**src/design/rfs_pkg.sv**
```systemverilog
`default_nettype none
// ----------------------------------------------------------------------------
// rfs_pkg: shared types and constants of the range fitted sigmoid
// fixed-point formats, log constants and the per-stage flag bundle
// ----------------------------------------------------------------------------
package rfs_pkg;

  // register indexes of the configuration port
  localparam logic REG_X_MIN = 1'b0;
  localparam logic REG_X_MAX = 1'b1;

  localparam int unsigned SAMPLE_BITS  = 32;
  localparam int unsigned FRAC_Q       = 28;
  localparam int unsigned DIV_BITS     = 32;   // ratio quotient, Q28 with 4 integer bits
  localparam int unsigned K_BITS       = 7;    // ln2 multiples of the exponent
  localparam int unsigned TAYLOR_TERMS = 14;

  localparam logic [30:0]       LN999_Q28 = 31'd1854017868;
  localparam logic [27:0]       LN2_Q28   = 28'd186065280;
  localparam logic [K_BITS-1:0] K_LIMIT   = 7'd40;

  typedef struct packed {
    logic err;      // empty range
    logic tail;     // far outside the fitted range
    logic rising;   // argument and range have the same sign
    logic mid;      // argument at the midpoint
  } flags_t;

  // floor(2^32 / n) for the series term divisions
  function automatic logic [32:0] taylor_recip(input int unsigned n);
    logic [32:0] r;
    case (n)
      1:       r = 33'd4294967296;
      2:       r = 33'd2147483648;
      3:       r = 33'd1431655765;
      4:       r = 33'd1073741824;
      5:       r = 33'd858993459;
      6:       r = 33'd715827882;
      7:       r = 33'd613566756;
      8:       r = 33'd536870912;
      9:       r = 33'd477218588;
      10:      r = 33'd429496729;
      11:      r = 33'd390451572;
      12:      r = 33'd357913941;
      13:      r = 33'd330382099;
      14:      r = 33'd306783378;
      default: r = 33'd0;
    endcase
    return r;
  endfunction

endpackage
`default_nettype wire

```
**src/design/rfs_recip.sv**
```systemverilog
`default_nettype none
// ----------------------------------------------------------------------------
// rfs_recip: logistic quotient and result selection
// e = exp(-g) >> k, s = round(e * 2^OUT_BITS / (2^32 + e)) by a restoring
// divider of one bit per stage, then special cases and saturation
// ----------------------------------------------------------------------------
module rfs_recip import rfs_pkg::*; #(
  parameter int unsigned OUT_BITS = 16
) (
  input  logic                clk_i,
  input  logic                rst_ni,
  input  logic                en_i,
  input  logic                valid_i,
  input  logic [32:0]         sum_i,
  input  logic [K_BITS-1:0]   k_i,
  input  flags_t              flags_i,
  output logic                valid_o,
  output logic [OUT_BITS-1:0] step_value_o,
  output logic                range_error_o
);

  localparam int unsigned NW = 34 + OUT_BITS;

  // exponent shift
  logic        e_v_q;
  logic [32:0] e_q;
  logic        n_v_q;
  flags_t      e_fl_q;

  always_ff @(posedge clk_i or negedge rst_ni) begin
    if (!rst_ni) begin
      e_v_q <= 1'b0;
      n_v_q <= 1'b0;
    end else if (en_i) begin
      e_v_q <= valid_i;
      n_v_q <= e_v_q;
    end
  end

  always_ff @(posedge clk_i) begin
    if (en_i) begin
      e_q    <= (k_i >= K_LIMIT) ? '0 : sum_i >> k_i;
      e_fl_q <= flags_i;
    end
  end

  // divisor and rounded dividend
  logic [33:0] d_w;
  logic [NW-1:0] n_w;
  assign d_w = 34'(e_q) + 34'h1_0000_0000;
  assign n_w = (NW'(e_q) << OUT_BITS) + NW'(d_w >> 1);

  logic                v_q   [0:OUT_BITS];
  logic [33:0]         rem_q [0:OUT_BITS];
  logic [OUT_BITS-1:0] lo_q  [0:OUT_BITS];
  logic [OUT_BITS-1:0] quo_q [0:OUT_BITS];
  logic [33:0]         d_q   [0:OUT_BITS];
  flags_t              fl_q  [0:OUT_BITS];

  assign v_q[0] = n_v_q;

  always_ff @(posedge clk_i) begin
    if (en_i) begin
      rem_q[0] <= n_w[NW-1:OUT_BITS];
      lo_q[0]  <= n_w[OUT_BITS-1:0];
      quo_q[0] <= '0;
      d_q[0]   <= d_w;
      fl_q[0]  <= e_fl_q;
    end
  end

  for (genvar i = 0; i < OUT_BITS; i++) begin : g_div
    logic [34:0] trial_w;
    logic [34:0] diff_w;
    logic        ge_w;

    assign trial_w = {rem_q[i], lo_q[i][OUT_BITS-1]};
    assign ge_w    = trial_w >= {1'b0, d_q[i]};
    assign diff_w  = trial_w - {1'b0, d_q[i]};

    always_ff @(posedge clk_i or negedge rst_ni) begin
      if (!rst_ni) begin
        v_q[i+1] <= 1'b0;
      end else if (en_i) begin
        v_q[i+1] <= v_q[i];
      end
    end

    always_ff @(posedge clk_i) begin
      if (en_i) begin
        rem_q[i+1] <= ge_w ? diff_w[33:0] : trial_w[33:0];
        lo_q[i+1]  <= {lo_q[i][OUT_BITS-2:0], 1'b0};
        quo_q[i+1] <= {quo_q[i][OUT_BITS-2:0], ge_w};
        d_q[i+1]   <= d_q[i];
        fl_q[i+1]  <= fl_q[i];
      end
    end
  end

  // result selection
  localparam logic [OUT_BITS-1:0] TOP  = '1;
  localparam logic [OUT_BITS-1:0] HALF = OUT_BITS'(1) << (OUT_BITS - 1);

  logic [OUT_BITS:0]   up_w;
  logic [OUT_BITS-1:0] res_w;
  flags_t              fl_w;

  assign fl_w = fl_q[OUT_BITS];
  assign up_w = {1'b1, {OUT_BITS{1'b0}}} - {1'b0, quo_q[OUT_BITS]};

  always_comb begin
    if (fl_w.err) begin
      res_w = '0;
    end else if (fl_w.tail) begin
      res_w = fl_w.rising ? TOP : '0;
    end else if (fl_w.mid) begin
      res_w = HALF;
    end else if (fl_w.rising) begin
      res_w = up_w[OUT_BITS] ? TOP : up_w[OUT_BITS-1:0];
    end else begin
      res_w = quo_q[OUT_BITS];
    end
  end

  logic                r_v_q;
  logic [OUT_BITS-1:0] r_val_q;
  logic                r_err_q;

  always_ff @(posedge clk_i or negedge rst_ni) begin
    if (!rst_ni) begin
      r_v_q <= 1'b0;
    end else if (en_i) begin
      r_v_q <= v_q[OUT_BITS];
    end
  end

  always_ff @(posedge clk_i) begin
    if (en_i) begin
      r_val_q <= res_w;
      r_err_q <= fl_w.err;
    end
  end

  assign valid_o       = r_v_q;
  assign step_value_o  = r_val_q;
  assign range_error_o = r_err_q;

endmodule
`default_nettype wire

```
**config.mk**
```make
export PLATFORM = sky130hd
export DESIGN_NAME = rfs_recip
export DESIGN_NICKNAME = d
export VERILOG_FILES = /design/src/design/rfs_pkg.sv /design/src/design/rfs_recip.sv
export SDC_FILE = /design/constraint.sdc
export NUM_CORES = 2
export LEC_CHECK = 0
export BUFFER_PORTS_ARGS = -buffer_cell sky130_fd_sc_hd__buf_4
export CORE_AREA = 2 2 366 440
export CTS_CLUSTER_DIAMETER = 80
export DETAILED_ROUTE_END_ITERATION = 12
export DIE_AREA = 0 0 368 442
export PLACE_DENSITY = 0.73
export SKIP_CTS_REPAIR_TIMING = 1
export SYNTH_ARGS = -nofsm -noshare
export SYNTH_HDL_FRONTEND = slang
export SYNTH_SLANG_ARGS = --single-unit
```
**constraint.sdc**
```tcl
create_clock -name clk_i -period 4.7 [get_ports clk_i]
set_clock_uncertainty 0.05 [all_clocks]
set_input_delay 0.47 -clock clk_i [delete_from_list [all_inputs] [get_ports clk_i]]
set_output_delay 0.47 -clock clk_i [all_outputs]
set_load 0.01 [all_outputs]
```
# == Word-level counts from Yosys, hierarchy flattened ==
# Memory sizes are Yosys's and may differ from the RTL's.
# Cells that the tools add are included.
# totals
register_bits,73
mem_bits_rw,1768
input_bits,48
word_cells,91
memories,5
# classes
add_sub_neg,19
order_cmp,17
n_shift,1
muxes,23
# mem_list
name,depth,width,read_ports,rd_clocked_by_memory_dff,write_ports,line,rtl
d_q,17,34,16,0,17,rfs_recip.sv:57,logic [33:0] d_q [0:OUT_BITS];
rem_q,17,34,16,0,17,rfs_recip.sv:54,logic [33:0] rem_q [0:OUT_BITS];
lo_q,17,16,16,0,17,rfs_recip.sv:55,logic [OUT_BITS-1:0] lo_q [0:OUT_BITS];
quo_q,17,16,17,0,17,rfs_recip.sv:56,logic [OUT_BITS-1:0] quo_q [0:OUT_BITS];
fl_q,17,4,17,0,17,rfs_recip.sv:58,flags_t fl_q [0:OUT_BITS];
# op_table
op,n
$ge A35 B34 Y1,16
$mux W34,16
$sub A34 B34 Y34,16
$mux W16,5
$add A49 B33 Y50,1
$add A33 B33 Y34 const B,1
$shr A33 B7 Y33,1
$sub A17 B16 Y17 const A,1
$ge A7 B6 Y1 const B,1
$mux W1,2

# == Depth between registers and ports, before layout ==
# logic_depth
ltp_word,5
mapped_depth,15
mapped_depth_nobuf,14

# == Least setup slack after synthesis ==
# No wires, ideal clock.
# synth_path
path_kind,flip-flop to flip-flop
from,memory d_q[9][7] (netlist: d_q[0][313])
to,"memory rem_q[10][26] (netlist: rem_q[0][366]), data pin"
setup_time_ns,0.260
t_arrival_ns,3.186
required_ns,4.390
path_slack_ns,1.204
path_stages_with_launch,15
n_path_buf,0
path_cell_list,edfxtp_1 inv_1 ha_1 inv_1 fa_1 a211oi_1 o21bai_1 a21oi_1 o31ai_1 a311o_1 a211o_1 a31o_2 mux2i_1 o311ai_0 mux2_2
# synth_rtl
item,line
from (decl),rfs_recip.sv:57
to (decl),rfs_recip.sv:54

==> metrics.md <==
| Metric | Value |
|---|---|
| Cell accounting for the most synthesized area | edfxtp_1 |
| Row Count | 160 |
| Die ar. | 163000 sq um |
| Ys flop type | edfxtp_1 |
| RSZ-0062 raised after global routing | false |
| Synth top area cells | edfxtp_1, ha_1, mux2_2 |
| Worst Path Max Fanout | 32 |
| Critical Path End | rem_q[0][295] |
| Final Hold Violating Endpoints | 0 |
| Worst-path clk slew | 60 ps |
| RePlAce Congestion | 0.994 |
| Clock Path Buffers | 3 |
| Max-slew violation count | 0 |
| CTS H-tree lvls | 4 |
| Worst setup path startpoint | rem_q[0][245] |
| Final core occ | 54.8% |
| Gr ovfl total | 0 |
| Via count | 53000 |
| Req. time, crit path | 5210 ps |
| Post-Synthesis Cells | 6893 |
| DRT iter0 DRCs | 3131 |
| Crit-path max cell delay | 830 ps |
| Cells along the critical path | ha_1, nand2_1, nor2_1, o41ai_1, a2111oi_0, buf_4, o21ai_1, a21oi_1, a21boi_1, o31ai_4, buf_12, buf_4, nor2_1, a21oi_1 |
| Synth Register Bits | 1365 |
| Reg2Reg Setup Slack | 250 ps |
| Worst vdd ir | 404 uV |
| Placed cell areas | 82000 sq um |
| Vias in the first global route | 54900 |
| Synth unique cells | 98 |
| Routed vias/inst | 5.72 |
| Worst EP arrival | 4960 ps |
| Clock period minus worst slack | 4450 ps |
| Syn Nets | 7519 |
| Initial DRT Pass Iterations | 8 |
| GRT Total Usage | 21.3% |
| Remaining DRCs | 0 |
| Max cap viols | 0 |
| Core area | 158000 sq um |
| EDFF count, synth | 1346 |
| Die Ht | 442 um |
| Asr flop ratio synth | 1.39% |
| DPL Wire Length | 135 mm |
| IO Pins | 66 |
| R2r worst-path depth | 14 |
| Final ANT Viol Nets | 0 |
| GR Util met1 | 18.5% |
| Tot Pwr | 56.1 mW |
| Yosys Warn Count | 0 |
| Initial antenna violation count | 3 |
| FF-to-FF End | rem_q[0][295] |
| Pleak | 35.0 nW |
| Slowest cell on crit path | o41ai_1 |
| Worst Hold Class | input pin to register |
| Syn_area_per_cell | 11.4 sq um |
| CP startpoint kind | register |
| Drt wl/cell | 19.0 um |
| Area share of the largest cell type after synthesis | 51.4% |
| Area grow syn2layout | 10.2% |
| Seq/Total Area, Yosys | 52.0% |
| Largest net degree at the start of global routing | 139 |
| Met2 global-route usage | 42.6% |
| Starting Density | 49.7% |
| Setup TNS | 0 ps |
| Commonest cells post-synth | edfxtp_1, inv_1, a21oi_1 |
| Worst slew margin | 25.1% |
| Element type at the critical path end | register |
| Die W | 368 um |
| Post-Place Worst Slack | 356 ps |
| DRT Wirelength | 176 mm |
| Run status | complete, no violations |
| Max Freq | 225 MHz |
| Setup violations, final | 0 |
| Share of cells above drive strength 1 | 10.5% |
| Skew-Pair Late Insertion Delay | 810 ps |
| Crit Path Category | register to register |
| Total CTS buffers | 145 |
| Worst slew pin tran | 1110 ps |
| Worst setup margin | 250 ps |
| Final-stage net count | 7658 |
| Root buf cell | clkbuf_16 |
| CTS Sinks | 1365 |
| PwrDens | 647 nW/um^2 |
| Grt peak-use layer | met2 |
| Global-route wire length before repair | 277 mm |
| CTS tree | built |
| Syn Std Cell Area | 78700 sq um |
| Met3 GRT Util | 2.89% |
| Period utilisation layout | 94.7% |
| R2R Path Start | rem_q[0][245] |
| Top-count cell post-synth | edfxtp_1 |
| Final Cell Area | 86700 sq um |
| Port Buffers | 65 |
-- layout make-up --
cell class	instances	area (sq um)
fill	13000	71500
sequential	1365	40900
multi-input combinational	4656	34400
clock buffer	185	3810
inverter	709	2660
tap	2106	2640
timing repair buffer	155	1440
clock inverter	80	792
antenna	12	30.0
-- report_power, final --
group	internal, mW	total [mW]	switching (mW)	leakage (nW)
Clock	6.16	11.0	4.87	2.22
Sequential	17.8	19.4	1.65	13.4
Combinational	11.6	25.7	14.1	19.4
-- how the worst min path moves through the flow --
stage                   end   start  depth (start not counted)
floorplan             e_v_q  rst_ni                          0
global placement    valid_o  rst_ni                          1
detailed placement  valid_o  rst_ni                          1
CTS                 valid_o  rst_ni                          1
global route        valid_o  rst_ni                          2
finish               e_q[0]  k_i[5]                          3
-- per-layer routing --
metal  share of wire, %  wire [um]
met5                  0          0
met4                8.7      15300
met3                3.1       5420
met2                 56      98200
met1                 32      57200
-- per-stage QoR --
step	hold WS [ps]	instances
finish	13.3	9268
global route	4.04	9268
CTS	-583	9249
detailed placement	306	8984
global placement	297	8984
floorplan	124	6893
-- registers in the layout (all words and copies together), names as in the netlist --
| name | flops |
|---|---|
| d_q | 544 |
| rem_q | 544 |
| quo_q | 136 |
| fl_q | 68 |
| e_q | 33 |
| step_value_o | 16 |
| v_q | 16 |
| e_fl_q | 4 |
| e_v_q | 1 |
| n_v_q | 1 |
| range_error_o | 1 |
| valid_o | 1 |
-- worst max-delay path: cells and delay by family, from the launching register on --
kind | cells | cell delay, ps
compound gates | 7 | 2300
simple gates | 3 | 400
flops | 1 | 420
buf+inv | 3 | 630
fa+ha+maj | 1 | 400
-- cell usage in the layout (no fill, tap or decap), types with 19 or more instances in the layout --
master	count
a211o_1	21
a211oi_1	73
a21o_1	263
a21oi_1	607
a31oi_1	48
and2_1	32
and3_1	42
buf_12	19
buf_4	128
clkbuf_1	38
clkbuf_16	146
clkinv_1	29
clkinv_2	23
dfrtp_1	19
edfxtp_1	1346
ha_1	562
inv_1	705
mux2_1	24
mux2_2	310
mux2i_1	67
nand2_1	345
nand2b_1	71
nand3_1	113
nand4_1	86
nor2_1	416
nor2b_1	89
nor3_1	106
nor4_1	25
o211ai_1	41
o21a_1	74
o21ai_0	326
o21bai_1	70
o31ai_1	28
or2_2	25
or3_1	19
xnor2_1	292
xor2_1	181
-- cell families (layout without fill, tap and decap cells) --
logic type / after synthesis / count (layout) / share of synthesized area, %
compound gates: 1748 / 1748 / 14.1
xor+xnor: 473 / 473 / 5.27
fa+ha+maj: 578 / 578 / 9.35
buf+inv: 872 / 1129 / 4.30
flops: 1365 / 1365 / 52.0
mux: 417 / 417 / 6.09
other cells: 0 / 12 / 0
simple gates: 1440 / 1440 / 8.86
Note: power is estimated with default switching activity, not from simulation.
