===== src/design/rfs_pkg.sv =====
`default_nettype none
// ----------------------------------------------------------------------------
// rfs_pkg: shared types and constants of the range fitted sigmoid
// fixed-point formats, log constants and the per-stage flag bundle
// ----------------------------------------------------------------------------
package rfs_pkg;

  // register indexes of the configuration port
  localparam logic REG_X_MIN = 1'b0;
  localparam logic REG_X_MAX = 1'b1;

  localparam int unsigned SAMPLE_BITS  = 32;
  localparam int unsigned FRAC_Q       = 28;
  localparam int unsigned DIV_BITS     = 32;   // ratio quotient, Q28 with 4 integer bits
  localparam int unsigned K_BITS       = 7;    // ln2 multiples of the exponent
  localparam int unsigned TAYLOR_TERMS = 14;

  localparam logic [30:0]       LN999_Q28 = 31'd1854017868;
  localparam logic [27:0]       LN2_Q28   = 28'd186065280;
  localparam logic [K_BITS-1:0] K_LIMIT   = 7'd40;

  typedef struct packed {
    logic err;      // empty range
    logic tail;     // far outside the fitted range
    logic rising;   // argument and range have the same sign
    logic mid;      // argument at the midpoint
  } flags_t;

  // floor(2^32 / n) for the series term divisions
  function automatic logic [32:0] taylor_recip(input int unsigned n);
    logic [32:0] r;
    case (n)
      1:       r = 33'd4294967296;
      2:       r = 33'd2147483648;
      3:       r = 33'd1431655765;
      4:       r = 33'd1073741824;
      5:       r = 33'd858993459;
      6:       r = 33'd715827882;
      7:       r = 33'd613566756;
      8:       r = 33'd536870912;
      9:       r = 33'd477218588;
      10:      r = 33'd429496729;
      11:      r = 33'd390451572;
      12:      r = 33'd357913941;
      13:      r = 33'd330382099;
      14:      r = 33'd306783378;
      default: r = 33'd0;
    endcase
    return r;
  endfunction

endpackage
`default_nettype wire


===== src/design/rfs_front.sv =====
`default_nettype none
// ----------------------------------------------------------------------------
// rfs_front: argument offset and ratio divider
// forms num and den, flags the special cases and divides |num|/|den| to Q28,
// one quotient bit per stage
// ----------------------------------------------------------------------------
module rfs_front import rfs_pkg::*; (
  input  logic                       clk_i,
  input  logic                       rst_ni,
  input  logic                       en_i,
  input  logic                       valid_i,
  input  logic signed [SAMPLE_BITS-1:0] sample_i,
  input  logic signed [SAMPLE_BITS-1:0] x_min_i,
  input  logic signed [SAMPLE_BITS-1:0] x_max_i,
  output logic                       valid_o,
  output logic [DIV_BITS-1:0]        quo_o,
  output flags_t                     flags_o
);

  logic signed [34:0] num_w;
  logic signed [32:0] den_w;
  logic [34:0]        num_mag_w;
  logic [32:0]        den_mag_w;
  flags_t             flags_w;

  assign num_w = ($signed({{3{sample_i[31]}}, sample_i}) <<< 1)
               - $signed({{3{x_min_i[31]}}, x_min_i})
               - $signed({{3{x_max_i[31]}}, x_max_i});
  assign den_w = $signed({x_max_i[31], x_max_i}) - $signed({x_min_i[31], x_min_i});

  assign num_mag_w = num_w[34] ? 35'(-num_w) : 35'(num_w);
  assign den_mag_w = den_w[32] ? 33'(-den_w) : 33'(den_w);

  always_comb begin
    flags_w.err    = (den_w == '0);
    flags_w.tail   = num_mag_w > {den_mag_w[31:0], 3'b000};
    flags_w.rising = (!num_w[34] && num_w != '0) == (!den_w[32] && den_w != '0);
    flags_w.mid    = (num_mag_w == '0);
  end

  logic              v_q   [0:DIV_BITS];
  logic [31:0]       rem_q [0:DIV_BITS];
  logic [DIV_BITS-1:0] quo_q [0:DIV_BITS];
  logic [31:0]       ad_q  [0:DIV_BITS];
  logic [3:0]        lo_q  [0:DIV_BITS];
  flags_t            fl_q  [0:DIV_BITS];

  // entry stage: top bits of |num| seed the remainder
  always_ff @(posedge clk_i or negedge rst_ni) begin
    if (!rst_ni) begin
      v_q[0] <= 1'b0;
    end else if (en_i) begin
      v_q[0] <= valid_i;
    end
  end

  always_ff @(posedge clk_i) begin
    if (en_i) begin
      rem_q[0] <= {2'b00, num_mag_w[33:4]};
      lo_q[0]  <= num_mag_w[3:0];
      quo_q[0] <= '0;
      ad_q[0]  <= den_mag_w[31:0];
      fl_q[0]  <= flags_w;
    end
  end

  for (genvar i = 0; i < DIV_BITS; i++) begin : g_div
    logic [32:0] trial_w;
    logic [32:0] diff_w;
    logic        ge_w;

    assign trial_w = {rem_q[i], lo_q[i][3]};
    assign ge_w    = trial_w >= {1'b0, ad_q[i]};
    assign diff_w  = trial_w - {1'b0, ad_q[i]};

    always_ff @(posedge clk_i or negedge rst_ni) begin
      if (!rst_ni) begin
        v_q[i+1] <= 1'b0;
      end else if (en_i) begin
        v_q[i+1] <= v_q[i];
      end
    end

    always_ff @(posedge clk_i) begin
      if (en_i) begin
        rem_q[i+1] <= ge_w ? diff_w[31:0] : trial_w[31:0];
        quo_q[i+1] <= {quo_q[i][DIV_BITS-2:0], ge_w};
        lo_q[i+1]  <= {lo_q[i][2:0], 1'b0};
        ad_q[i+1]  <= ad_q[i];
        fl_q[i+1]  <= fl_q[i];
      end
    end
  end

  assign valid_o = v_q[DIV_BITS];
  assign quo_o   = quo_q[DIV_BITS];
  assign flags_o = fl_q[DIV_BITS];

endmodule
`default_nettype wire


===== config.mk =====
export PLATFORM = sky130hd
export DESIGN_NAME = rfs_front
export DESIGN_NICKNAME = d
export VERILOG_FILES = /design/src/design/rfs_pkg.sv /design/src/design/rfs_front.sv
export SDC_FILE = /design/constraint.sdc
export NUM_CORES = 2
export LEC_CHECK = 0
export ABC_AREA = 0
export BUFFER_PORTS_ARGS = -buffer_cell sky130_fd_sc_hd__buf_4
export CAP_MARGIN = 20
export CORE_MARGIN = 1.5
export CORE_UTILIZATION = 58
export DETAILED_ROUTE_END_ITERATION = 12
export PLACE_DENSITY = 0.84
export SLEW_MARGIN = 20
export SYNTH_ARGS = -nofsm -noshare
export SYNTH_HDL_FRONTEND = slang
export SYNTH_SLANG_ARGS = --single-unit
export TNS_END_PERCENT = 1

===== constraint.sdc =====
create_clock -name clk_i -period 3.7 [get_ports clk_i]
set_input_delay 0.925 -clock clk_i [delete_from_list [all_inputs] [get_ports clk_i]]
set_output_delay 0.925 -clock clk_i [all_outputs]
set_load 0.005 [all_outputs]

== Yosys cells after proc, flatten, opt, wreduce, memory -nomap -nowiden ==
Memory sizes are Yosys's and may differ from the RTL's.
Index checks and enable logic that the tools add are counted.

* Bits in registers: 33
* RAM bits: 3,432
* Input bits: 100
* Output and inout bits: 37
* Word-level logic and storage cells: 153
* Memories: 5

{| class="wikitable"
|+ Memory list
! name !! depth !! width !! rd ports !! clocked after memory_dff !! write ports !! RTL line !! source
|-
| ad_q || 33 || 32 || 32 || 0 || 33 || rfs_front.sv:44 || <nowiki>logic [31:0] ad_q [0:DIV_BITS];</nowiki>
|-
| quo_q || 33 || 32 || 33 || 0 || 33 || rfs_front.sv:43 || <nowiki>logic [DIV_BITS-1:0] quo_q [0:DIV_BITS];</nowiki>
|-
| rem_q || 33 || 32 || 32 || 0 || 33 || rfs_front.sv:42 || <nowiki>logic [31:0] rem_q [0:DIV_BITS];</nowiki>
|-
| fl_q || 33 || 4 || 33 || 0 || 33 || rfs_front.sv:46 || <nowiki>flags_t fl_q [0:DIV_BITS];</nowiki>
|-
| lo_q || 33 || 4 || 32 || 0 || 33 || rfs_front.sv:45 || <nowiki>logic [3:0] lo_q [0:DIV_BITS];</nowiki>
|}

* $add $sub $neg: 37
* Order comparisons: 33
* Eq/ne operators: 1
* Mux-type cells: 36
* Reduce and logical (&&, ||, !) cells: 8

{| class="wikitable"
|+ Operators with widths
! cell !! number
|-
| greater-or-equal comparator 33 x 32 -> 1 bit || 32
|-
| two-way mux 32 bit || 33
|-
| subtractor 32 bit || 32
|-
| greater-than comparator 35 bit || 1
|-
| logical NOT 35 bit || 1
|-
| two-way mux 35 bit || 1
|-
| negation 35 bit || 1
|-
| nonzero test 35 bit || 1
|-
| subtractor 34 x 32 -> 35 bit || 1
|-
| subtractor 33 x 32 -> 34 bit || 1
|-
| logical NOT 33 bit || 1
|-
| nonzero test 33 bit || 1
|-
| subtractor 32 x 32 -> 33 bit || 1
|-
| negation 32 bit || 1
|-
| logical AND 1 bit || 2
|-
| logical NOT 1 bit || 2
|-
| two-way mux 1 bit || 2
|-
| equality test 1 bit || 1
|}

== Logic depth before layout (Yosys ltp) ==
* Depth after elaboration: 5
* Depth in mapped cells: 30

== Worst setup path before layout ==
Ideal clock, no wire load.

* Path type: input -> register
* Start: input x_min_i[10]
* End: memory fl_q[0][2] in the netlist's numbering, data pin
* Setup time: 0.275 ns
* Arrival: 6.096 ns
* Data required time: 3.425 ns
* Setup slack: -2.671 ns
* Stages on the path: 27
* Buffers on the path: 4
* Cell sequence: inv_1 fa_1 ha_1 clkbuf_1 nand2_1 nor3_1 a221oi_4 a2111o_1 o211ai_1 clkbuf_1 buf_1 clkbuf_1 nor2_1 xnor2_1 ha_1 nor2b_1 o21a_1 o21a_1 o21a_1 o21a_1 o21ai_0 nand2b_1 a21oi_1 o21ai_0 nor2b_1 o31ai_1 a32oi_1

{| class="wikitable"
|+ RTL lines
! item !! RTL line !! source
|-
| from (decl) || rfs_front.sv:13 || <nowiki>input logic signed [SAMPLE_BITS-1:0] x_min_i,</nowiki>
|-
| to (decl) || rfs_front.sv:46 ||
|}

==> metrics.md <==
| Metric | Value |
|---|---|
| Outcome | complete, but fails checks |
| Failing checks | setup timing |
| Switching component of the power | approximately 0.066 W |
| Number of flops mapped to enable cells by yosys | 2716 |
| Number of library cell types mapped by synthesis | 99 |
| Vias in the first global route | 112300 |
| Count of cells along the worst register-to-register path | 16 |
| Crit end category | flip-flop |
| Sum of met3 wire segment lengths after detailed routing | 22540 um |
| Number of nets in the final layout | 16660 |
| Startpoint kind of the worst setup timing path | primary input |
| Number of cells on the worst hold path | 2 |
| Wire length after detailed routing | 402400 um |
| Site row count | 187 |
| Die area | approximately 270000 um^2 |
| Met2 wire length | 204600 um |
| X dimension of the die | 514.9 um |
| Setup-violating endpoint count in the final report | 231 |
| Switch share | a little under two fifths |
| Min setup slack post-route | -1989 ps |
| Logic gate share of total power | 52.6% |
| Slew Viols, Final | 0 |
| Drt first pass iters | 8 |
| CTS tree | done |
| Placed cell areas | 172100 um^2 |
| Warnings, synthesis | 0 |
| Net Count, Synth | 14480 |
| Final Wtd Congestion | between 0.9 and 1 |
| Final period util | 153.7% |
| Clk buf depth | 4 |
| Start-to-end type of the worst setup path | primary input to flip-flop |
| Layout filler cell count | 17010 |
| Worst Clk Skew | 60.24 ps |
| CP max stage delay | 550 ps |
| Flip-flop and latch area | 82380 um^2 |
| Mean instance size in the synthesized netlist | around 12 um^2 |
| Critical path's slowest cell | sky130_fd_sc_hd__or4b_4 |
| Power share of the clock group | 16.8% |
| Share of final-layout standard cells stronger than drive strength 1 | between 20% and 30% |
| Crit path max fanout | 5 |
| Portion of the post-synthesis area used by sequential elements | 54.21% |
| Commonest non-fill, non-tap cells in the layout | sky130_fd_sc_hd__edfxtp_1 (2716), sky130_fd_sc_hd__buf_4 (1966), sky130_fd_sc_hd__inv_1 (1475) |
| Initial antenna violation count | 7 |
| Remaining design rule violation count | 0 |
| Vertical die dimension | about 510 um |
| Total clock buffers created by CTS | 295 |
| Relative contribution of sequential cells to total power | 30.7% |
| Post-DR vias/cell | 5.880 |
| Most common cell after layout, fill and taps aside | sky130_fd_sc_hd__edfxtp_1 |
| Detailed Route Iter0 Violations | approximately 9400 |
| RSZ-0062 raised after global routing | true |
| Wire length of the first global-routing pass | roughly 600000 um |
| Initial Utilization | 58.41% |
| Maximum clock frequency | between 150 and 200 MHz |
| Max-Cap Viols | 0 |
| GRT Util Overall | between 20 and 30% |
| Async set-reset flop share out of synthesis | 1.200% |
| Clock latency on the worst-skew pair | roughly 900 ps |
| Total overflow reported by the global router | 0 |
| Remaining max-slew budget at the tightest pin | 45.37% |
| Mean routed wirelength per cell | 21.11 um |
| Detailed-placement wirelength estimate | 296100 um |
| Critical path data required time | 4310 ps |
| Relative area change from synthesis to final layout | 21.46% |
| Largest net degree at the start of global routing | 126 |
| Clock-pin slew on the worst setup and hold paths | about 60 ps |
| Internal | around 0.11 W |
| I/O Pins | 137 |
| Worst Hold Class | primary input to flip-flop |
| Hold Violations, Final | 0 |
| Power per Cell Area | 924.3 nW/um^2 |
| Post-synthesis cell count | 13160 |
| Wire length the detailed router placed on met1 | 142700 um |
| Netlist area before placement | between 150000 and 200000 um^2 |
| Arrival time at the worst endpoint | 6300 ps |
| Final period demand of the worst path | 5689 ps |
| Total core area | between 200000 and 300000 um^2 |
| Worst Max-Slew Pin Slew | between 800 and 900 ps |
| Vias | 112100 |
| PortBufs | ~140 |
| Static leakage power | between 70 and 80 nW |
| Maximum vdd ir drop | 0.5836 mV |
| Area occupied by multi-input gates | between 60000 and 70000 um^2 |
| Top sig layer | met5 |
| Final antenna-violating net count | 0 |
| Total number of H-tree levels | 5 |
| Number of clock sinks | ~2700 |
| Total of flip-flops plus latches after synthesis | around 2700 |
| Primary flip-flop cell chosen by synthesis mapping | sky130_fd_sc_hd__edfxtp_1 |
| Worst-case hold slack | 290.3 ps |
| Final design area excluding fillers | 184600 um^2 |
| Clock root buffer | sky130_fd_sc_hd__clkbuf_16 |
==> kinds of logic after synthesis <==
family                     count (synthesis)  share of synthesized area, %
AOI/OAI and AO/OA                       3109                         12.84
and+or+nand+nor                         2981                         9.529
DFF                                     2749                         54.21
buffers and inverters                   1701                         4.222
adders and majority gates               1219                         10.35
xor gates and xnor gates                 916                         5.279
muxes                                    485                         3.572
==> synth_stat cells (all sizes together), types with 38 or more instances <==
cell type | number | area share [%]
fa | 64 | 0.84
buf | 38 | 0.11
o211ai | 47 | 0.23
mux2 | 458 | 3.4
edfxtp | 2716 | 54
or3 | 61 | 0.25
a21o | 411 | 2.0
nand2 | 847 | 2.1
and3 | 111 | 0.46
ha | 1155 | 9.5
inv | 1488 | 3.7
xnor2 | 585 | 3.4
o21bai | 126 | 0.62
nor4 | 57 | 0.24
or2 | 53 | 0.22
nor2 | 729 | 1.8
nor2b | 166 | 0.68
nand4 | 142 | 0.58
a21oi | 916 | 3.0
a211oi | 87 | 0.43
xor2 | 331 | 1.9
a21boi | 62 | 0.31
and2 | 59 | 0.24
nor3 | 194 | 0.65
a31oi | 107 | 0.44
clkbuf | 175 | 0.43
o31ai | 93 | 0.46
o21a | 106 | 0.52
nand3 | 261 | 0.86
nand2b | 162 | 0.67
o21ai | 801 | 2.6
==> sequential cells by signal, summed over array words and instances (netlist names) <==
signal,cells
lo_q,10
quo_q,528
ad_q,1024
valid_o,1
rem_q,1022
v_q,32
fl_q,132
==> cell type report <==
| cell class | instances | share of cell area [%] |
|---|---|---|
| Antenna cell | 5 | 0.006779 |
| Clock buffer | 361 | 4.139 |
| Clock inverter | 150 | 0.8182 |
| Inverter | 1488 | 3.030 |
| Multi-Input combinational cell | 8710 | 35.82 |
| Sequential cell | 2749 | 44.63 |
| Tap cell | 3496 | 2.370 |
| Timing Repair Buffer | 2101 | 9.183 |
==> power groups by stage <==
stage / Clock, W / Combinational, W / Sequential [W]
finish: 0.0286 / 0.0897 / 0.0523
global route: 0.0301 / 0.0967 / 0.0528
floorplan: 0 / 0.0537 / 0.0499
CTS: 0.0290 / 0.0860 / 0.0521
detailed placement: 0 / 0.0832 / 0.0525
global placement: 0 / 0.0810 / 0.0522
==> metal layers <==
layer | global-route usage, % | vias to the layer above
met5 | 0 | -
met4 | 20.58 | 6
met3 | 4.355 | 1575
met2 | 53.26 | 4372
met1 | 31.63 | 53680
li1 | - | 52450
==> worst max-delay path: cells and delay by family <==
family	cells	cell delay (ps)
buffers and inverters	8	940
XOR/XNOR	1	200
AO/OA/AOI/OAI	12	2220
adder cells (fa/ha/maj)	3	1050
AND/OR/NAND/NOR	7	940
==> timing repair <==
item | 4_1_cts | 5_1_grt
pin swaps | 109 | 120
buffers inserted | 14 | 26
resized for setup | 341 | 395
hold endpoints to repair | 33 | 0
endpoints found under the setup margin | 785 | 843
hold buffers | 1 | 0
==> metrics by stage <==
stage / utilization [%] / std cells / setup TNS (ps) / total power [W] / setup WS [ps]
global route: 70.94 / 19060 / -85130 / 0.1797 / -2235
detailed placement: 66.16 / 18510 / -235340 / 0.1357 / -3109
CTS: 70.23 / 19040 / -40070 / 0.1671 / -1798
global placement: 66.16 / 18510 / -197040 / 0.1333 / -3125
floorplan: - / 13160 / -57850 / 0.1035 / -2218
finish: 70.94 / 19060 / -47020 / 0.1706 / -1989
==> worst paths after layout <==
check	slack, ps	to	start
worst max-delay path	-1990	fl_q[0][2]$_DFFE_PP_	x_min_i[2]
worst min-delay path	290	v_q[32]$_DFFE_PN0P_	valid_i
worst max register to register	-560	rem_q[0][103]$_DFFE_PP_	ad_q[0][74]$_DFFE_PP_
worst min register to register	380	quo_q[0][725]$_DFFE_PP_	quo_q[0][692]$_DFFE_PP_
max in group asynchronous	2890	v_q[32]$_DFFE_PN0P_	rst_ni
min in group asynchronous	530	v_q[1]$_DFFE_PN0P_	rst_ni
(Power assumes the default switching activity.)
