[config.mk]
export PLATFORM = sky130hd
export DESIGN_NAME = rfs_scale
export DESIGN_NICKNAME = d
export VERILOG_FILES = /design/src/design/rfs_pkg.sv /design/src/design/rfs_scale.sv
export SDC_FILE = /design/constraint.sdc
export NUM_CORES = 1
export LEC_CHECK = 0
export BUFFER_PORTS_ARGS = -buffer_cell sky130_fd_sc_hd__buf_4
export CAP_MARGIN = 5
export CELL_PAD_IN_SITES_DETAIL_PLACEMENT = 0
export CELL_PAD_IN_SITES_GLOBAL_PLACEMENT = 1
export CORE_MARGIN = 2
export CORE_UTILIZATION = 48
export CTS_CLUSTER_DIAMETER = 50
export DETAILED_ROUTE_END_ITERATION = 10
export GPL_TIMING_DRIVEN = 0
export PLACE_DENSITY_LB_ADDON = 0.1
export SYNTH_ARGS = -nofsm -noshare
export SYNTH_HDL_FRONTEND = slang
export SYNTH_SLANG_ARGS = --single-unit
[constraint.sdc]
create_clock -name clk_i -period 2.7 [get_ports clk_i]
set_input_delay 0.135 -clock clk_i [delete_from_list [all_inputs] [get_ports clk_i]]
set_output_delay 0.135 -clock clk_i [all_outputs]
set_load 0.05 [all_outputs]
[src/design/rfs_pkg.sv]
`default_nettype none
// ----------------------------------------------------------------------------
// rfs_pkg: shared types and constants of the range fitted sigmoid
// fixed-point formats, log constants and the per-stage flag bundle
// ----------------------------------------------------------------------------
package rfs_pkg;

  // register indexes of the configuration port
  localparam logic REG_X_MIN = 1'b0;
  localparam logic REG_X_MAX = 1'b1;

  localparam int unsigned SAMPLE_BITS  = 32;
  localparam int unsigned FRAC_Q       = 28;
  localparam int unsigned DIV_BITS     = 32;   // ratio quotient, Q28 with 4 integer bits
  localparam int unsigned K_BITS       = 7;    // ln2 multiples of the exponent
  localparam int unsigned TAYLOR_TERMS = 14;

  localparam logic [30:0]       LN999_Q28 = 31'd1854017868;
  localparam logic [27:0]       LN2_Q28   = 28'd186065280;
  localparam logic [K_BITS-1:0] K_LIMIT   = 7'd40;

  typedef struct packed {
    logic err;      // empty range
    logic tail;     // far outside the fitted range
    logic rising;   // argument and range have the same sign
    logic mid;      // argument at the midpoint
  } flags_t;

  // floor(2^32 / n) for the series term divisions
  function automatic logic [32:0] taylor_recip(input int unsigned n);
    logic [32:0] r;
    case (n)
      1:       r = 33'd4294967296;
      2:       r = 33'd2147483648;
      3:       r = 33'd1431655765;
      4:       r = 33'd1073741824;
      5:       r = 33'd858993459;
      6:       r = 33'd715827882;
      7:       r = 33'd613566756;
      8:       r = 33'd536870912;
      9:       r = 33'd477218588;
      10:      r = 33'd429496729;
      11:      r = 33'd390451572;
      12:      r = 33'd357913941;
      13:      r = 33'd330382099;
      14:      r = 33'd306783378;
      default: r = 33'd0;
    endcase
    return r;
  endfunction

endpackage
`default_nettype wire

[src/design/rfs_scale.sv]
`default_nettype none
// ----------------------------------------------------------------------------
// rfs_scale: exponent scaling
// multiplies the ratio by ln(999) and splits the result into k*ln2 + g,
// one bit of k per stage
// ----------------------------------------------------------------------------
module rfs_scale import rfs_pkg::*; (
  input  logic                clk_i,
  input  logic                rst_ni,
  input  logic                en_i,
  input  logic                valid_i,
  input  logic [DIV_BITS-1:0] quo_i,
  input  flags_t              flags_i,
  output logic                valid_o,
  output logic [FRAC_Q-1:0]   g_o,
  output logic [K_BITS-1:0]   k_o,
  output flags_t              flags_o
);

  logic [63:0] prod_w;
  assign prod_w = 64'(quo_i) * 64'(LN999_Q28);

  logic              v_q   [0:K_BITS];
  logic [33:0]       rem_q [0:K_BITS];
  logic [K_BITS-1:0] k_q   [0:K_BITS];
  flags_t            fl_q  [0:K_BITS];

  always_ff @(posedge clk_i or negedge rst_ni) begin
    if (!rst_ni) begin
      v_q[0] <= 1'b0;
    end else if (en_i) begin
      v_q[0] <= valid_i;
    end
  end

  always_ff @(posedge clk_i) begin
    if (en_i) begin
      rem_q[0] <= prod_w[61:28];
      k_q[0]   <= '0;
      fl_q[0]  <= flags_i;
    end
  end

  for (genvar i = 0; i < K_BITS; i++) begin : g_red
    localparam logic [33:0] STEP = 34'(LN2_Q28) << (K_BITS - 1 - i);
    logic ge_w;

    assign ge_w = rem_q[i] >= STEP;

    always_ff @(posedge clk_i or negedge rst_ni) begin
      if (!rst_ni) begin
        v_q[i+1] <= 1'b0;
      end else if (en_i) begin
        v_q[i+1] <= v_q[i];
      end
    end

    always_ff @(posedge clk_i) begin
      if (en_i) begin
        rem_q[i+1] <= ge_w ? rem_q[i] - STEP : rem_q[i];
        k_q[i+1]   <= {k_q[i][K_BITS-2:0], ge_w};
        fl_q[i+1]  <= fl_q[i];
      end
    end
  end

  assign valid_o = v_q[K_BITS];
  assign g_o     = rem_q[K_BITS][FRAC_Q-1:0];
  assign k_o     = k_q[K_BITS];
  assign flags_o = fl_q[K_BITS];

endmodule
`default_nettype wire

# Word level (Yosys, flattened, before mapping)
# Memories as Yosys holds them, arrays and structs flattened.
# Cells that the tools add are included.
[totals] ff_bits=8 latchBits=0 ram_bits=360 rom_bits=0 out_inout_bits=40 wordCells=35 mem_count=3
[op_classes] addsub=7 n_mul=1 n_div=0 n_lt_le_gt_ge=7 eq_ne=0 shift=0 mux=9 n_bitwise=0 n_reduce_logical=0
[mem_list] name="rem_q" words=8 word_bits=34 read_ports=8 rd_ports_with_merged_regs=0 write_ports=8 line_no="rfs_scale.sv:24" text="logic [33:0] rem_q [0:K_BITS];"
[mem_list] name="k_q" words=8 word_bits=7 read_ports=8 rd_ports_with_merged_regs=0 write_ports=8 line_no="rfs_scale.sv:25" text="logic [K_BITS-1:0] k_q [0:K_BITS];"
[mem_list] name="fl_q" words=8 word_bits=4 read_ports=8 rd_ports_with_merged_regs=0 write_ports=8 line_no="rfs_scale.sv:26" text="flags_t fl_q [0:K_BITS];"
[ops] operator="two-way mux 34 bit" count=7
[ops] operator="multiplier 32 x 29 -> 60 bit, second input constant" count=1
[ops] operator=">= comparator 34 x 28 -> 1 bit, second input constant" count=1
[ops] operator=">= comparator 34 x 29 -> 1 bit, second input constant" count=1
[ops] operator=">= comparator 34 x 30 -> 1 bit, second input constant" count=1
[ops] operator=">= comparator 34 x 31 -> 1 bit, second input constant" count=1
[ops] operator=">= comparator 34 x 32 -> 1 bit, second input constant" count=1
[ops] operator=">= comparator 34 x 33 -> 1 bit, second input constant" count=1
[ops] operator=">= comparator 34 bit, second input constant" count=1
[ops] operator="subtractor 34 x 28 -> 34 bit, second input constant" count=1
[ops] operator="subtractor 34 x 29 -> 34 bit, second input constant" count=1
[ops] operator="subtractor 34 x 30 -> 34 bit, second input constant" count=1
[ops] operator="subtractor 34 x 31 -> 34 bit, second input constant" count=1
[ops] operator="subtractor 34 x 32 -> 34 bit, second input constant" count=1
[ops] operator="subtractor 34 x 33 -> 34 bit, second input constant" count=1
[ops] operator="subtractor 34 bit, second input constant" count=1
[ops] operator="two-way mux 1 bit" count=2

# Logic depth before layout (Yosys ltp)
# Gate-level depths: netlist of the first run.
# An unclocked memory read counts as a cell.
[depth] depth_word=3 ltp_mapped=27 ltp_nobuf=27

# Worst setup path before layout of the first run
# OpenSTA, ideal clock, no wires.
[synth_timing] path_kind="input -> register" start="input quo_i[7]" end="memory rem_q[0][18], data pin" setup_ns=0.264 t_arrival_ns=6.288 required_ns=2.436 slack_ns=-3.851 path_stages=24 path_buffers=0 cell_sequence="inv_1 > fa_1 > fa_1 > inv_1 > fa_1 > fa_1 > inv_1 > fa_1 > fa_1 > inv_1 > fa_1 > inv_1 > fa_1 > inv_1 > ha_1 > a21o_1 > a21o_1 > a21oi_1 > o21ai_0 > a22oi_1 > nand2_1 > or2_2 > a221oi_1 > xnor2_1"
[synth_rtl] element="start: declaration" line_no="rfs_scale.sv:12" text="input logic [DIV_BITS-1:0] quo_i,"
[synth_rtl] element="end: declaration" line_no="rfs_scale.sv:24"

==> results of run 1 <==
[cells in the mapped netlist (4+ instances only)]
cell type                  number  area (µm²)
sky130_fd_sc_hd__a21oi_1       71         355
sky130_fd_sc_hd__and4_1         5        43.8
sky130_fd_sc_hd__a21o_1        34         255
sky130_fd_sc_hd__or4_4          4        45.0
sky130_fd_sc_hd__nor4b_1        6        52.6
sky130_fd_sc_hd__and2_1        10        62.6
sky130_fd_sc_hd__a211oi_1       6        45.0
sky130_fd_sc_hd__o21bai_1       9        67.6
sky130_fd_sc_hd__and3_1         8        50.1
sky130_fd_sc_hd__nand3_1       39         195
sky130_fd_sc_hd__buf_4         42         315
sky130_fd_sc_hd__or3_1          7        43.8
sky130_fd_sc_hd__nand4_1       29         181
sky130_fd_sc_hd__edfxtp_1     326        9790
sky130_fd_sc_hd__clkbuf_1      13        48.8
sky130_fd_sc_hd__nor2b_1        8        50.1
sky130_fd_sc_hd__fa_1         259        5180
sky130_fd_sc_hd__ha_1         363        4540
sky130_fd_sc_hd__nor2_1        81         304
sky130_fd_sc_hd__buf_6          5        56.3
sky130_fd_sc_hd__xnor2_1      109         955
sky130_fd_sc_hd__o21a_1         6        45.0
sky130_fd_sc_hd__o21ai_1        8        40.0
sky130_fd_sc_hd__nand2_1      122         458
sky130_fd_sc_hd__nand3b_1      13        97.6
sky130_fd_sc_hd__inv_1        419        1570
sky130_fd_sc_hd__xor2_1        75         657
sky130_fd_sc_hd__nor4_1        30         188
sky130_fd_sc_hd__nand2b_1      13        81.3
sky130_fd_sc_hd__mux2_2        11         124
sky130_fd_sc_hd__nor3_1        38         190
sky130_fd_sc_hd__a31oi_1       13        81.3
sky130_fd_sc_hd__o21ai_2        8        70.1
sky130_fd_sc_hd__inv_2          4        15.0
sky130_fd_sc_hd__o21ai_0       57         285
sky130_fd_sc_hd__dfrtp_1        8         200
[repair_timing]
action / in CTS / in global routing
gates resized for setup: 176 / 187
endpoints found under the hold margin: 13 / 0
hold buffers: 7 / 0
pin swaps: 93 / 117
setup endpoints to repair: 156 / 155
gates cloned: 2 / 2
setup buffers: 74 / 54
[logic make-up (layout without fill, tap and decap cells)]
kind of cell,Yosys count,after routing
AOI/OAI and AO/OA,247,247
muxes,12,12
xor gates and xnor gates,184,184
and+or+nand+nor,436,436
buffers and inverters,485,749
DFF,334,334
adders and majority gates,622,622
[how the worst min path moves through the flow]
stage,depth (start not counted),end,startpoint
detailed placement,1,valid_o$_DFFE_PN0P_,rst_ni
global route,1,fl_q[2][6]$_DFFE_PP_,en_i
global placement,1,valid_o$_DFFE_PN0P_,rst_ni
finish,1,fl_q[2][6]$_DFFE_PP_,en_i
floorplan,0,v_q[1]$_DFFE_PN0P_,rst_ni
CTS,1,fl_q[2][6]$_DFFE_PP_,en_i
[through the flow]
stage | TNS, ns | std cells
2_1_floorplan | -105.43 | 2320
3_3_place_gp | -395.32 | 3155
3_5_place_dp | -155.29 | 3157
4_1_cts | -103.88 | 3293
5_1_grt | -111.46 | 3340
6_report | -102.25 | 3340
[sequential cells by signal, indices dropped and copies added (netlist names)]
name and cells:
rem_q 266, valid_o 1, v_q 7, fl_q 32
k_q 28
[layout make-up]
cell class	count	area, µm²	share of cell area (%)
inverter	424	1630	4.94
clock inverter	17	176	0.534
clock buffer	39	891	2.69
tap	756	946	2.86
timing repair buffer	214	2000	6.05
buffer	55	444	1.34
sequential	334	9990	30.2
multi-input combinational	1501	17000	51.4
[cells in the final DEF (no fill, tap or decap), drive strengths merged, types with 41 or more instances in the layout]
master / netlist / routed
inv: 424 / 417
xnor2: 109 / 109
fa: 259 / 259
clkbuf: 13 / 47
buf: 48 / 254
nand3: 41 / 41
ha: 363 / 363
nor2: 81 / 81
a21oi: 73 / 73
edfxtp: 326 / 326
xor2: 75 / 75
o21ai: 74 / 74
nand2: 123 / 123
[per-layer routing]
layer	track usage (%)	part of all wire (%)	wire, µm	vias up
li1	-	-	-	8326
met1	25.4	43	25500	8576
met2	36.9	52	30900	243
met3	1.50	2.3	1350	75
met4	6.25	2.6	1520	0
met5	0	0	0	-
==> results.md, run 1 <==
• 2.40% — async set-reset flop share out of synthesis
• in -> reg — type of the worst setup path
• 0.54 ns — crit-path max cell delay
• 4642 — number of filler instances in the final layout
• 59.2 mm — Post-Route WL
• 2982 — Syn Nets
• 33100 µm² — area of all placed cells without fillers
• 94.3 mm — wire length of the first global-routing pass
• 78 — number of distinct library cells after synthesis
• 21.1% — Layout area overhead
• 17200 — number of vias after detailed routing
• 0.851 — weighted congestion reported at the end of routability-driven placement
• 35 — number of CTS-inserted buffers
• built — CTS tree
• 0.53 ns — clock latency at the later pin of the worst-skew pair
• 29 — number of gates on the worst path with buffers counted
• 5.90% — xor-xnor portion of the synthesized cell area
• 0.138 ns — post-route worst hold slack
• sky130_fd_sc_hd__edfxtp_1 — primary flip-flop cell chosen by synthesis mapping
• 8.24% — simple-gate share of the synthesized area
• 3227 — Final #Nets
• 0 — global route total overflow
• 0 — reported max-cap violation count
• input port — Setup crit start kind
• sky130_fd_sc_hd__clkbuf_16 — clock tree root buffer cell
• 20.2% — All-Layer GR Usage
• 0 — Hold Vio Cnt, Final
• quo_i[5] — Worst Setup SP
• negative setup slack — violated checks
• complete, but fails checks — run status
• 334 — Clock Sinks
• 27300 µm² — total standard cell area after synthesis
• 35.6% — post-synthesis adder-cell area fraction
• 5.16 — drt via density
• 17.7 µm — drt wl/cell
• 561 — Initial DRC Count
• 6.07 ns — time the worst path needs with I/O delays and setup
• 225% — post-route clock period utilization
• 243 µm — Die W
• 0 — antenna diode instance count
• 326 — number of enable-type register cells in the synthesized netlist
• 23.5% — share of final-layout standard cells stronger than drive strength 1
• 29300 µm² — Post-Place Cell Area
• in -> reg — path category of the worst min-delay check
• 48.6% — Rel. slew slack
• 6.33 ns — Critical Path AT
• rem_q[1][65]$_DFFE_PP_ — endpoint of the most critical register-to-register path
• 5.76% — post-synthesis compound-gate area fraction
• rem_q[0][22]$_DFFE_PP_ — Critical path destination
• 0 — number of max-slew violations in the final report
• 44.9 mm — Detailed Place HPWL
• -0.10 ns — register-to-register path setup slack
• 2320 — Mapped Cells
• 243 µm — Die H
• 42 — number of endpoints failing setup at the final stage
• 334 — flip-flop and latch count after synthesis
• 87 — FP Rows
• 58.8% — post-route core utilization
• register — crit end category
• 48.5% — starting utilization of the core area
• 0 — Yosys warnings
• 58800 µm² — die footprint
• rem_q[1][11]$_DFFE_PP_ — beginning of the worst register-to-register path
• -4.60 ns — placement-stage worst setup slack
• yes — RSZ-0062 raised after global routing
• 0 — final routed DRC violation total
• 0 — number of antenna violations at the first check in global routing
• -3.37 ns — worst-case setup margin in the final layout
• sky130_fd_sc_hd__fa_2 — slowest library cell on the worst path
• 2.97 ns — Crit path required time
• 79 — IO buf count
• 80 — IO Count
• adder cells — main combinational cell family by area after synthesis
• 9 — Reg2Reg Depth
• 11.8 µm² — average instance area after synthesis
• 36.6% — proportion of synthesized chip area in sequential cells
• 11 — number of buffer and inverter instances along the worst setup path
• 0.771 ns — transition time at the pin with the least slew margin
• 0.06 ns — clock transition time at the flip-flop clock pins of the worst setup and hold paths
• 0.165 GHz — highest clock frequency the design can meet
• 0.0248 ns — Fin Clk Skew
• 5 — DRT Pass-1 Iters
• 2 — total number of H-tree levels
• 3 — clock tree buffer depth
• 18100 — via count of the first global-routing pass
• adder cells — family of cells with the greatest summed delay on the critical path
• 0 — number of nets with antenna violations after detailed routing
• 0.490% — mux share of post-synthesis cell area
• 115 — pin count of the biggest net entering global routing
• 56300 µm² — Std-Cell Core Area
• 4 — largest fanout on the critical path
Power of run 1 is left out: the tool's default activity adds up to more than one toggle a clock period on the data nets, which glitch-free logic cannot reach.
==> run 2: changes to the inputs <==
Settings changed: CORE_UTILIZATION 48 to 53, SKIP_LAST_GASP from default to 1.
Clock period 2.7 ns to 5.75 ns, I/O delays scaled along.
==> run 2 against run 1 <==
The run still ends with negative setup slack left. Clock skew down 0.0091 ns. Sequential share of layout area increased by 1.7 points. Routed wire length down 4.3%. Final cell count decreased by 4.4%.
==> results.md, run 2 (synthesized netlist as in run 1, its figures left out) <==
• complete, but fails checks — run status
• 0 — number of antenna violations at the first check in global routing, unchanged
• 5.28 — drt via density, +2.4%
• 45.4% — Rel. slew slack, -3.3 points
• 0.163 GHz — highest clock frequency the design can meet
• register — crit end category
• 334 — Clock Sinks, unchanged
• 21.9% — All-Layer GR Usage, +1.7 points
• 2.68 ns — register-to-register path setup slack, +2.78 ns
• 0 — antenna diode instance count, unchanged
• 0 — number of max-slew violations in the final report, unchanged
• 231 µm — Die H, -4.8%
• 92.5 mm — wire length of the first global-routing pass, -1.9%
• 6.42 ns — Critical Path AT, +0.09 ns
• input port — Setup crit start kind
• 796 — Initial DRC Count, +42%
• quo_i[7] — Worst Setup SP
• 53.4% — starting utilization of the core area, +4.9 points
• rem_q: 266 flops, fl_q: 32 flops, k_q: 28 flops — largest registers
• 3193 — final cell count without fillers, -4.4%
• 0 — global route total overflow, unchanged
• 0.54 ns — crit-path max cell delay, about the same
• 231 µm — Die W, -4.8%
• negative setup slack — violated checks
• -0.372 ns — worst-case setup margin in the final layout, +2.99 ns
• 80 — IO Count, unchanged
• 31300 µm² — area of all placed cells without fillers, -5.4%
• 0 — number of nets with antenna violations after detailed routing, unchanged
• 0.0157 ns — Fin Clk Skew, -0.00913 ns
• 17.8 µm — drt wl/cell, +0.16%
• rem_q[1][34]$_DFFE_PP_ — beginning of the worst register-to-register path
• 0 — reported max-cap violation count, unchanged
• 3081 — placed cell count, -2.4%
• 0.850 — weighted congestion reported at the end of routability-driven placement, -0.11%
• 129 — pin count of the biggest net entering global routing, +12%
• -3.93 ns — aggregate negative setup slack, +98.32 ns
• 3153 — Final #Nets, -2.3%
• yes — RSZ-0062 raised after global routing
• rem_q[1][93]$_DFFE_PP_ — endpoint of the most critical register-to-register path
• 44.1 mm — Detailed Place HPWL, -1.8%
• 83 — FP Rows, -4.6%
• 3 — clock tree buffer depth, unchanged
• 1 — total number of H-tree levels, -1
• 23 — number of endpoints failing setup at the final stage, -45%
• sky130_fd_sc_hd__inv_1 (393), sky130_fd_sc_hd__ha_1 (333), sky130_fd_sc_hd__edfxtp_1 (326), sky130_fd_sc_hd__fa_1 (246), sky130_fd_sc_hd__buf_4 (152) — leading cell types in the layout, fill and taps excluded
• 17700 — via count of the first global-routing pass, -1.8%
• 14.5% — Layout area overhead
• rem_q — register ranked first by flip-flop count
• 0.57 ns — clock latency at the later pin of the worst-skew pair, +0.04 ns
• sky130_fd_sc_hd__inv_1 — most common cell after layout, fill and taps aside
• built — CTS tree
• sky130_fd_sc_hd__fa_2 — slowest library cell on the worst path
• 4 — largest fanout on the critical path, unchanged
• 0.812 ns — transition time at the pin with the least slew margin, +0.0415 ns
• 16900 — number of vias after detailed routing, -2.1%
• 79 — IO buf count, unchanged
• in -> async — path category of the worst min-delay check
• 29000 µm² — Post-Place Cell Area, -0.92%
• -1.50 ns — placement-stage worst setup slack, +3.10 ns
• 0 — Hold Vio Cnt, Final, unchanged
• 266 — number of flip-flops in the largest register, unchanged
• sky130_fd_sc_hd__clkbuf_16 — clock tree root buffer cell
• 6.12 ns — time the worst path needs with I/O delays and setup
• 5 — DRT Pass-1 Iters, unchanged
• 6.05 ns — Crit path required time, +3.08 ns
• 30 — number of CTS-inserted buffers, -14%
• 10 — Reg2Reg Depth, +1
• in -> reg — type of the worst setup path
• 0.06 ns — clock transition time at the flip-flop clock pins of the worst setup and hold paths, about the same
• 51100 µm² — Std-Cell Core Area, -9.2%
• 0 — final routed DRC violation total, unchanged
• 53400 µm² — die footprint, -9.3%
• 106% — post-route clock period utilization
• 16.5% — share of final-layout standard cells stronger than drive strength 1, -7.0 points
• 56.7 mm — Post-Route WL, -4.3%
-- run 2: how the worst max path moves through the flow --
| stage | slack, ns | to | cells past startpoint |
|---|---|---|---|
| after floorplan | -0.59 | rem_q[0][33]$_DFFE_PP_ | 25 |
| after detailed placement | -1.50 | rem_q[0][32]$_DFFE_PP_ | 23 |
| after global placement | -1.45 | rem_q[0][33]$_DFFE_PP_ | 24 |
| final | -0.37 | rem_q[0][22]$_DFFE_PP_ | 29 |
| after global routing | -0.61 | rem_q[0][33]$_DFFE_PP_ | 27 |
| after CTS | -0.33 | rem_q[0][18]$_DFFE_PP_ | 26 |
-- run 2: per-layer routing --
| metal | vias to the layer above | global-route usage, % | routed length, µm |
|---|---|---|---|
| met1 | 8374 | 28.5 | 24700 |
| met2 | 238 | 40.3 | 29500 |
| li1 | 8175 | - | - |
| met5 | - | 0 | 0 |
| met4 | 0 | 4.25 | 954 |
| met3 | 63 | 1.37 | 1530 |
-- run 2: critical path, delay by kind of cell --
| family | cells | cell delay (ns) |
|---|---|---|
| buffers and inverters | 11 | 0.86 |
| AND/OR/NAND/NOR | 1 | 0.07 |
| XOR/XNOR | 1 | 0.11 |
| AO/OA/AOI/OAI | 7 | 1.13 |
| adder cells (fa/ha/maj) | 9 | 3.99 |
-- run 2: what timing repair did --
item,CTS,global route
endpoints found under the setup margin,30,29
pin swaps,91,93
hold buffers,6,0
resized for setup,124,58
setup buffers,39,26
endpoints found under the hold margin,13,0
-- run 2: stage by stage --
stage / util [%] / hold slack (ns)
3_5_place_dp: 56.8 / 0.109
5_1_grt: 61.2 / 0.0884
6_report: 61.2 / 0.0865
2_1_floorplan: - / -0.00809
3_3_place_gp: 56.7 / 0.104
4_1_cts: 60.5 / 0.0609
-- run 2: cell type report --
class,instances,area (µm²)
tap,680,851
clock inverter,19,186
timing repair buffer,148,1390
buffer,52,392
inverter,424,1620
sequential,334,9990
clock buffer,35,769
fill,4140,19800
multi-input combinational,1501,16100
Power of run 2 is left out for the same reason.
==> run 3: changes to the inputs <==
Settings changed: BUFFER_PORTS_ARGS -buffer_cell sky130_fd_sc_hd__buf_4 to -buffer_cell sky130_fd_sc_hd__buf_2, CELL_PAD_IN_SITES_GLOBAL_PLACEMENT 1 to 2, CORE_UTILIZATION 53 to 45.
==> run 3 against run 2 <==
Design area rose by 1.3%. Utilization down 8.5 points. Die area grew 17%. Maximum frequency fell by 0.89%. Worst setup slack got worse by 0.055 ns. First-iteration DRC count increased by 1.3%. Routed wire length grew 6.9%. Clock skew fell by 0.0046 ns. The flow still finishes with violations (negative setup slack). Flip-flop and latch count stayed put. Via count fell by 0.12%.
==> results.md, run 3 (synthesized netlist as in run 1, its figures left out) <==
• complete, but fails checks — run status
• negative setup slack — violated checks
• 4 — largest fanout on the critical path, unchanged
• 18.3 µm — drt wl/cell, +3.0%
• 29000 µm² — Post-Place Cell Area, -0.23%
• 0 — number of max-slew violations in the final report, unchanged
• 46.5 mm — Detailed Place HPWL, +5.5%
• 132 — pin count of the biggest net entering global routing, +2.3%
• sky130_fd_sc_hd__inv_1 — most common cell after layout, fill and taps aside
• 0 — antenna diode instance count, unchanged
• 9990 µm² — storage element area, unchanged
• 17600 — via count of the first global-routing pass, -0.54%
• rem_q: 266 flops, fl_q: 32 flops, k_q: 28 flops — largest registers
• input port — Setup crit start kind
• 250 µm — Die H, +8.4%
• 334 — Clock Sinks, unchanged
• sky130_fd_sc_hd__clkbuf_16 — clock tree root buffer cell
• 6.18 ns — time the worst path needs with I/O delays and setup, +0.0552 ns
• 32.5% — Rel. slew slack, -13 points
• 17.1% — share of final-layout standard cells stronger than drive strength 1, +0.55 points
• 62700 µm² — die footprint, +17%
• built — CTS tree
• 37 — number of CTS-inserted buffers, +23%
• 0 — global route total overflow, unchanged
• 6.44 ns — Critical Path AT, +0.02 ns
• 16100 µm² — combined area of the multi-input logic cells, about the same
• adder cells — family of cells with the greatest summed delay on the critical path
• 8 — number of buffer and inverter instances along the worst setup path, -3
• 31700 µm² — area of all placed cells without fillers, +1.3%
• 5 — DRT Pass-1 Iters, unchanged
• rem_q[0][68]$_DFFE_PP_ — beginning of the worst register-to-register path
• 0 — reported max-cap violation count, unchanged
• in -> reg — type of the worst setup path
• sky130_fd_sc_hd__fa_1 — slowest library cell on the worst path
• rem_q[0][29]$_DFFE_PP_ — Critical path destination
• 60.6 mm — Post-Route WL, +6.9%
• -1.90 ns — placement-stage worst setup slack, -0.393 ns
• -0.427 ns — worst-case setup margin in the final layout, -0.0552 ns
• 0.55 ns — crit-path max cell delay, about the same
• 0 — final routed DRC violation total, unchanged
• yes — RSZ-0062 raised after global routing
• quo_i[7] — Worst Setup SP
• 79 — IO buf count, unchanged
• 26 — number of gates on the worst path with buffers counted, -10%
• 16.0% — Layout area overhead
• 266 — number of flip-flops in the largest register, unchanged
• 250 µm — Die W, +8.4%
• 2 — total number of H-tree levels, +1
• 45.4% — starting utilization of the core area, -8.0 points
• 1.00 ns — transition time at the pin with the least slew margin, +0.191 ns
• 24 — number of endpoints failing setup at the final stage, +4.3%
• 0.06 ns — clock transition time at the flip-flop clock pins of the worst setup and hold paths, about the same
• 0.52 ns — clock latency at the later pin of the worst-skew pair, -0.05 ns
• 0 — number of antenna violations at the first check in global routing, unchanged
• rem_q — register ranked first by flip-flop count
• rem_q[0][118]$_DFFE_PP_ — endpoint of the most critical register-to-register path
• 0.162 GHz — highest clock frequency the design can meet, -0.89%
• 0.0111 ns — Fin Clk Skew, -0.00457 ns
• sky130_fd_sc_hd__inv_1 (388), sky130_fd_sc_hd__ha_1 (334), sky130_fd_sc_hd__edfxtp_1 (326), sky130_fd_sc_hd__fa_1 (248), sky130_fd_sc_hd__nand2_1 (115) — leading cell types in the layout, fill and taps excluded
• 19.8% — All-Layer GR Usage, -2.1 points
• 2.70 ns — register-to-register path setup slack, +0.02 ns
• 3167 — Final #Nets, +0.44%
• 80 — IO Count, unchanged
• 60100 µm² — Std-Cell Core Area, +18%
• 806 — Initial DRC Count, +1.3%
• in -> reg — path category of the worst min-delay check
• 97.0 mm — wire length of the first global-routing pass, +4.9%
• 16800 — number of vias after detailed routing, -0.12%
• 0 — number of nets with antenna violations after detailed routing, unchanged
• 0.837 — weighted congestion reported at the end of routability-driven placement, -1.5%
• 6.01 ns — Crit path required time, -0.04 ns
• 3 — clock tree buffer depth, unchanged
• 5.08 — drt via density, -3.7%
• 90 — FP Rows, +8.4%
• 107% — post-route clock period utilization, +0.96 points
• 8 — Reg2Reg Depth, -2
• 5272 — number of filler instances in the final layout, +27%
• 0 — Hold Vio Cnt, Final, unchanged
• register — crit end category
run 3: changes by cell type in the layout (fill, tap and decap cells not counted), sizes merged:
cell,change
buf,+6
inv,-4
clkbuf,+9
dlygate4sd3,-1
clkinv,-1
bufinv,+3
clkinvlp,+6
run 3: worst reg2reg max path: stages, from the launching register on:
cell and delay [ns]:
sky130_fd_sc_hd__edfxtp_1 0.39, sky130_fd_sc_hd__nor4_1 0.88, sky130_fd_sc_hd__nand4_1 0.17, sky130_fd_sc_hd__o31ai_1 0.54
sky130_fd_sc_hd__a21oi_4 0.13, sky130_fd_sc_hd__inv_2 0.16, sky130_fd_sc_hd__nand2b_1 0.10, sky130_fd_sc_hd__nor4_1 0.29
sky130_fd_sc_hd__xor2_1 0.12
run 3: timing repair:
action	4_1_cts	5_1_grt
hold endpoints to repair	12	0
pin swaps	98	67
buffers inserted	50	22
setup endpoints to repair	30	29
gates resized for setup	159	53
hold buffers	5	0
run 3: cell type report:
class,count,share of cell area [%]
well taps,782,3.09
inverters,424,5.14
repair buffers,153,4.25
plain buffers,54,1.30
flip-flops and latches,334,31.5
clock inverters,23,0.912
clock buffers,42,2.98
multi-input cells,1501,50.8
run 3: worst min path at each step:
stage,startpoint,end,cells after the start
final,valid_i,v_q[7]$_DFFE_PN0P_,2
after global routing,valid_i,v_q[7]$_DFFE_PN0P_,2
after CTS,valid_i,v_q[7]$_DFFE_PN0P_,2
after detailed placement,rst_ni,valid_o$_DFFE_PN0P_,1
after global placement,rst_ni,valid_o$_DFFE_PN0P_,1
after floorplan,rst_ni,v_q[1]$_DFFE_PN0P_,0
run 3: metal layers:
layer	routed length (µm)	global-route usage, %	up-vias
met3	1300	1.50	78
met4	1630	5.37	0
li1	-	-	8229
met2	29800	34.4	204
met1	27800	26.7	8319
met5	0	0	-
run 3: metrics by stage:
step                      TNS (ns)  hold WS [ns]  utilization [%]  std cells
after global placement      -56.17         0.127             48.1       3181
final                        -5.89        0.0280             52.7       3313
after CTS                    -6.24       0.00122             52.1       3296
after floorplan              -9.83      -0.00809                -       2320
after global routing        -10.92        0.0171             52.7       3313
after detailed placement    -43.01         0.137             48.2       3183
Power of run 3 is left out for the same reason.
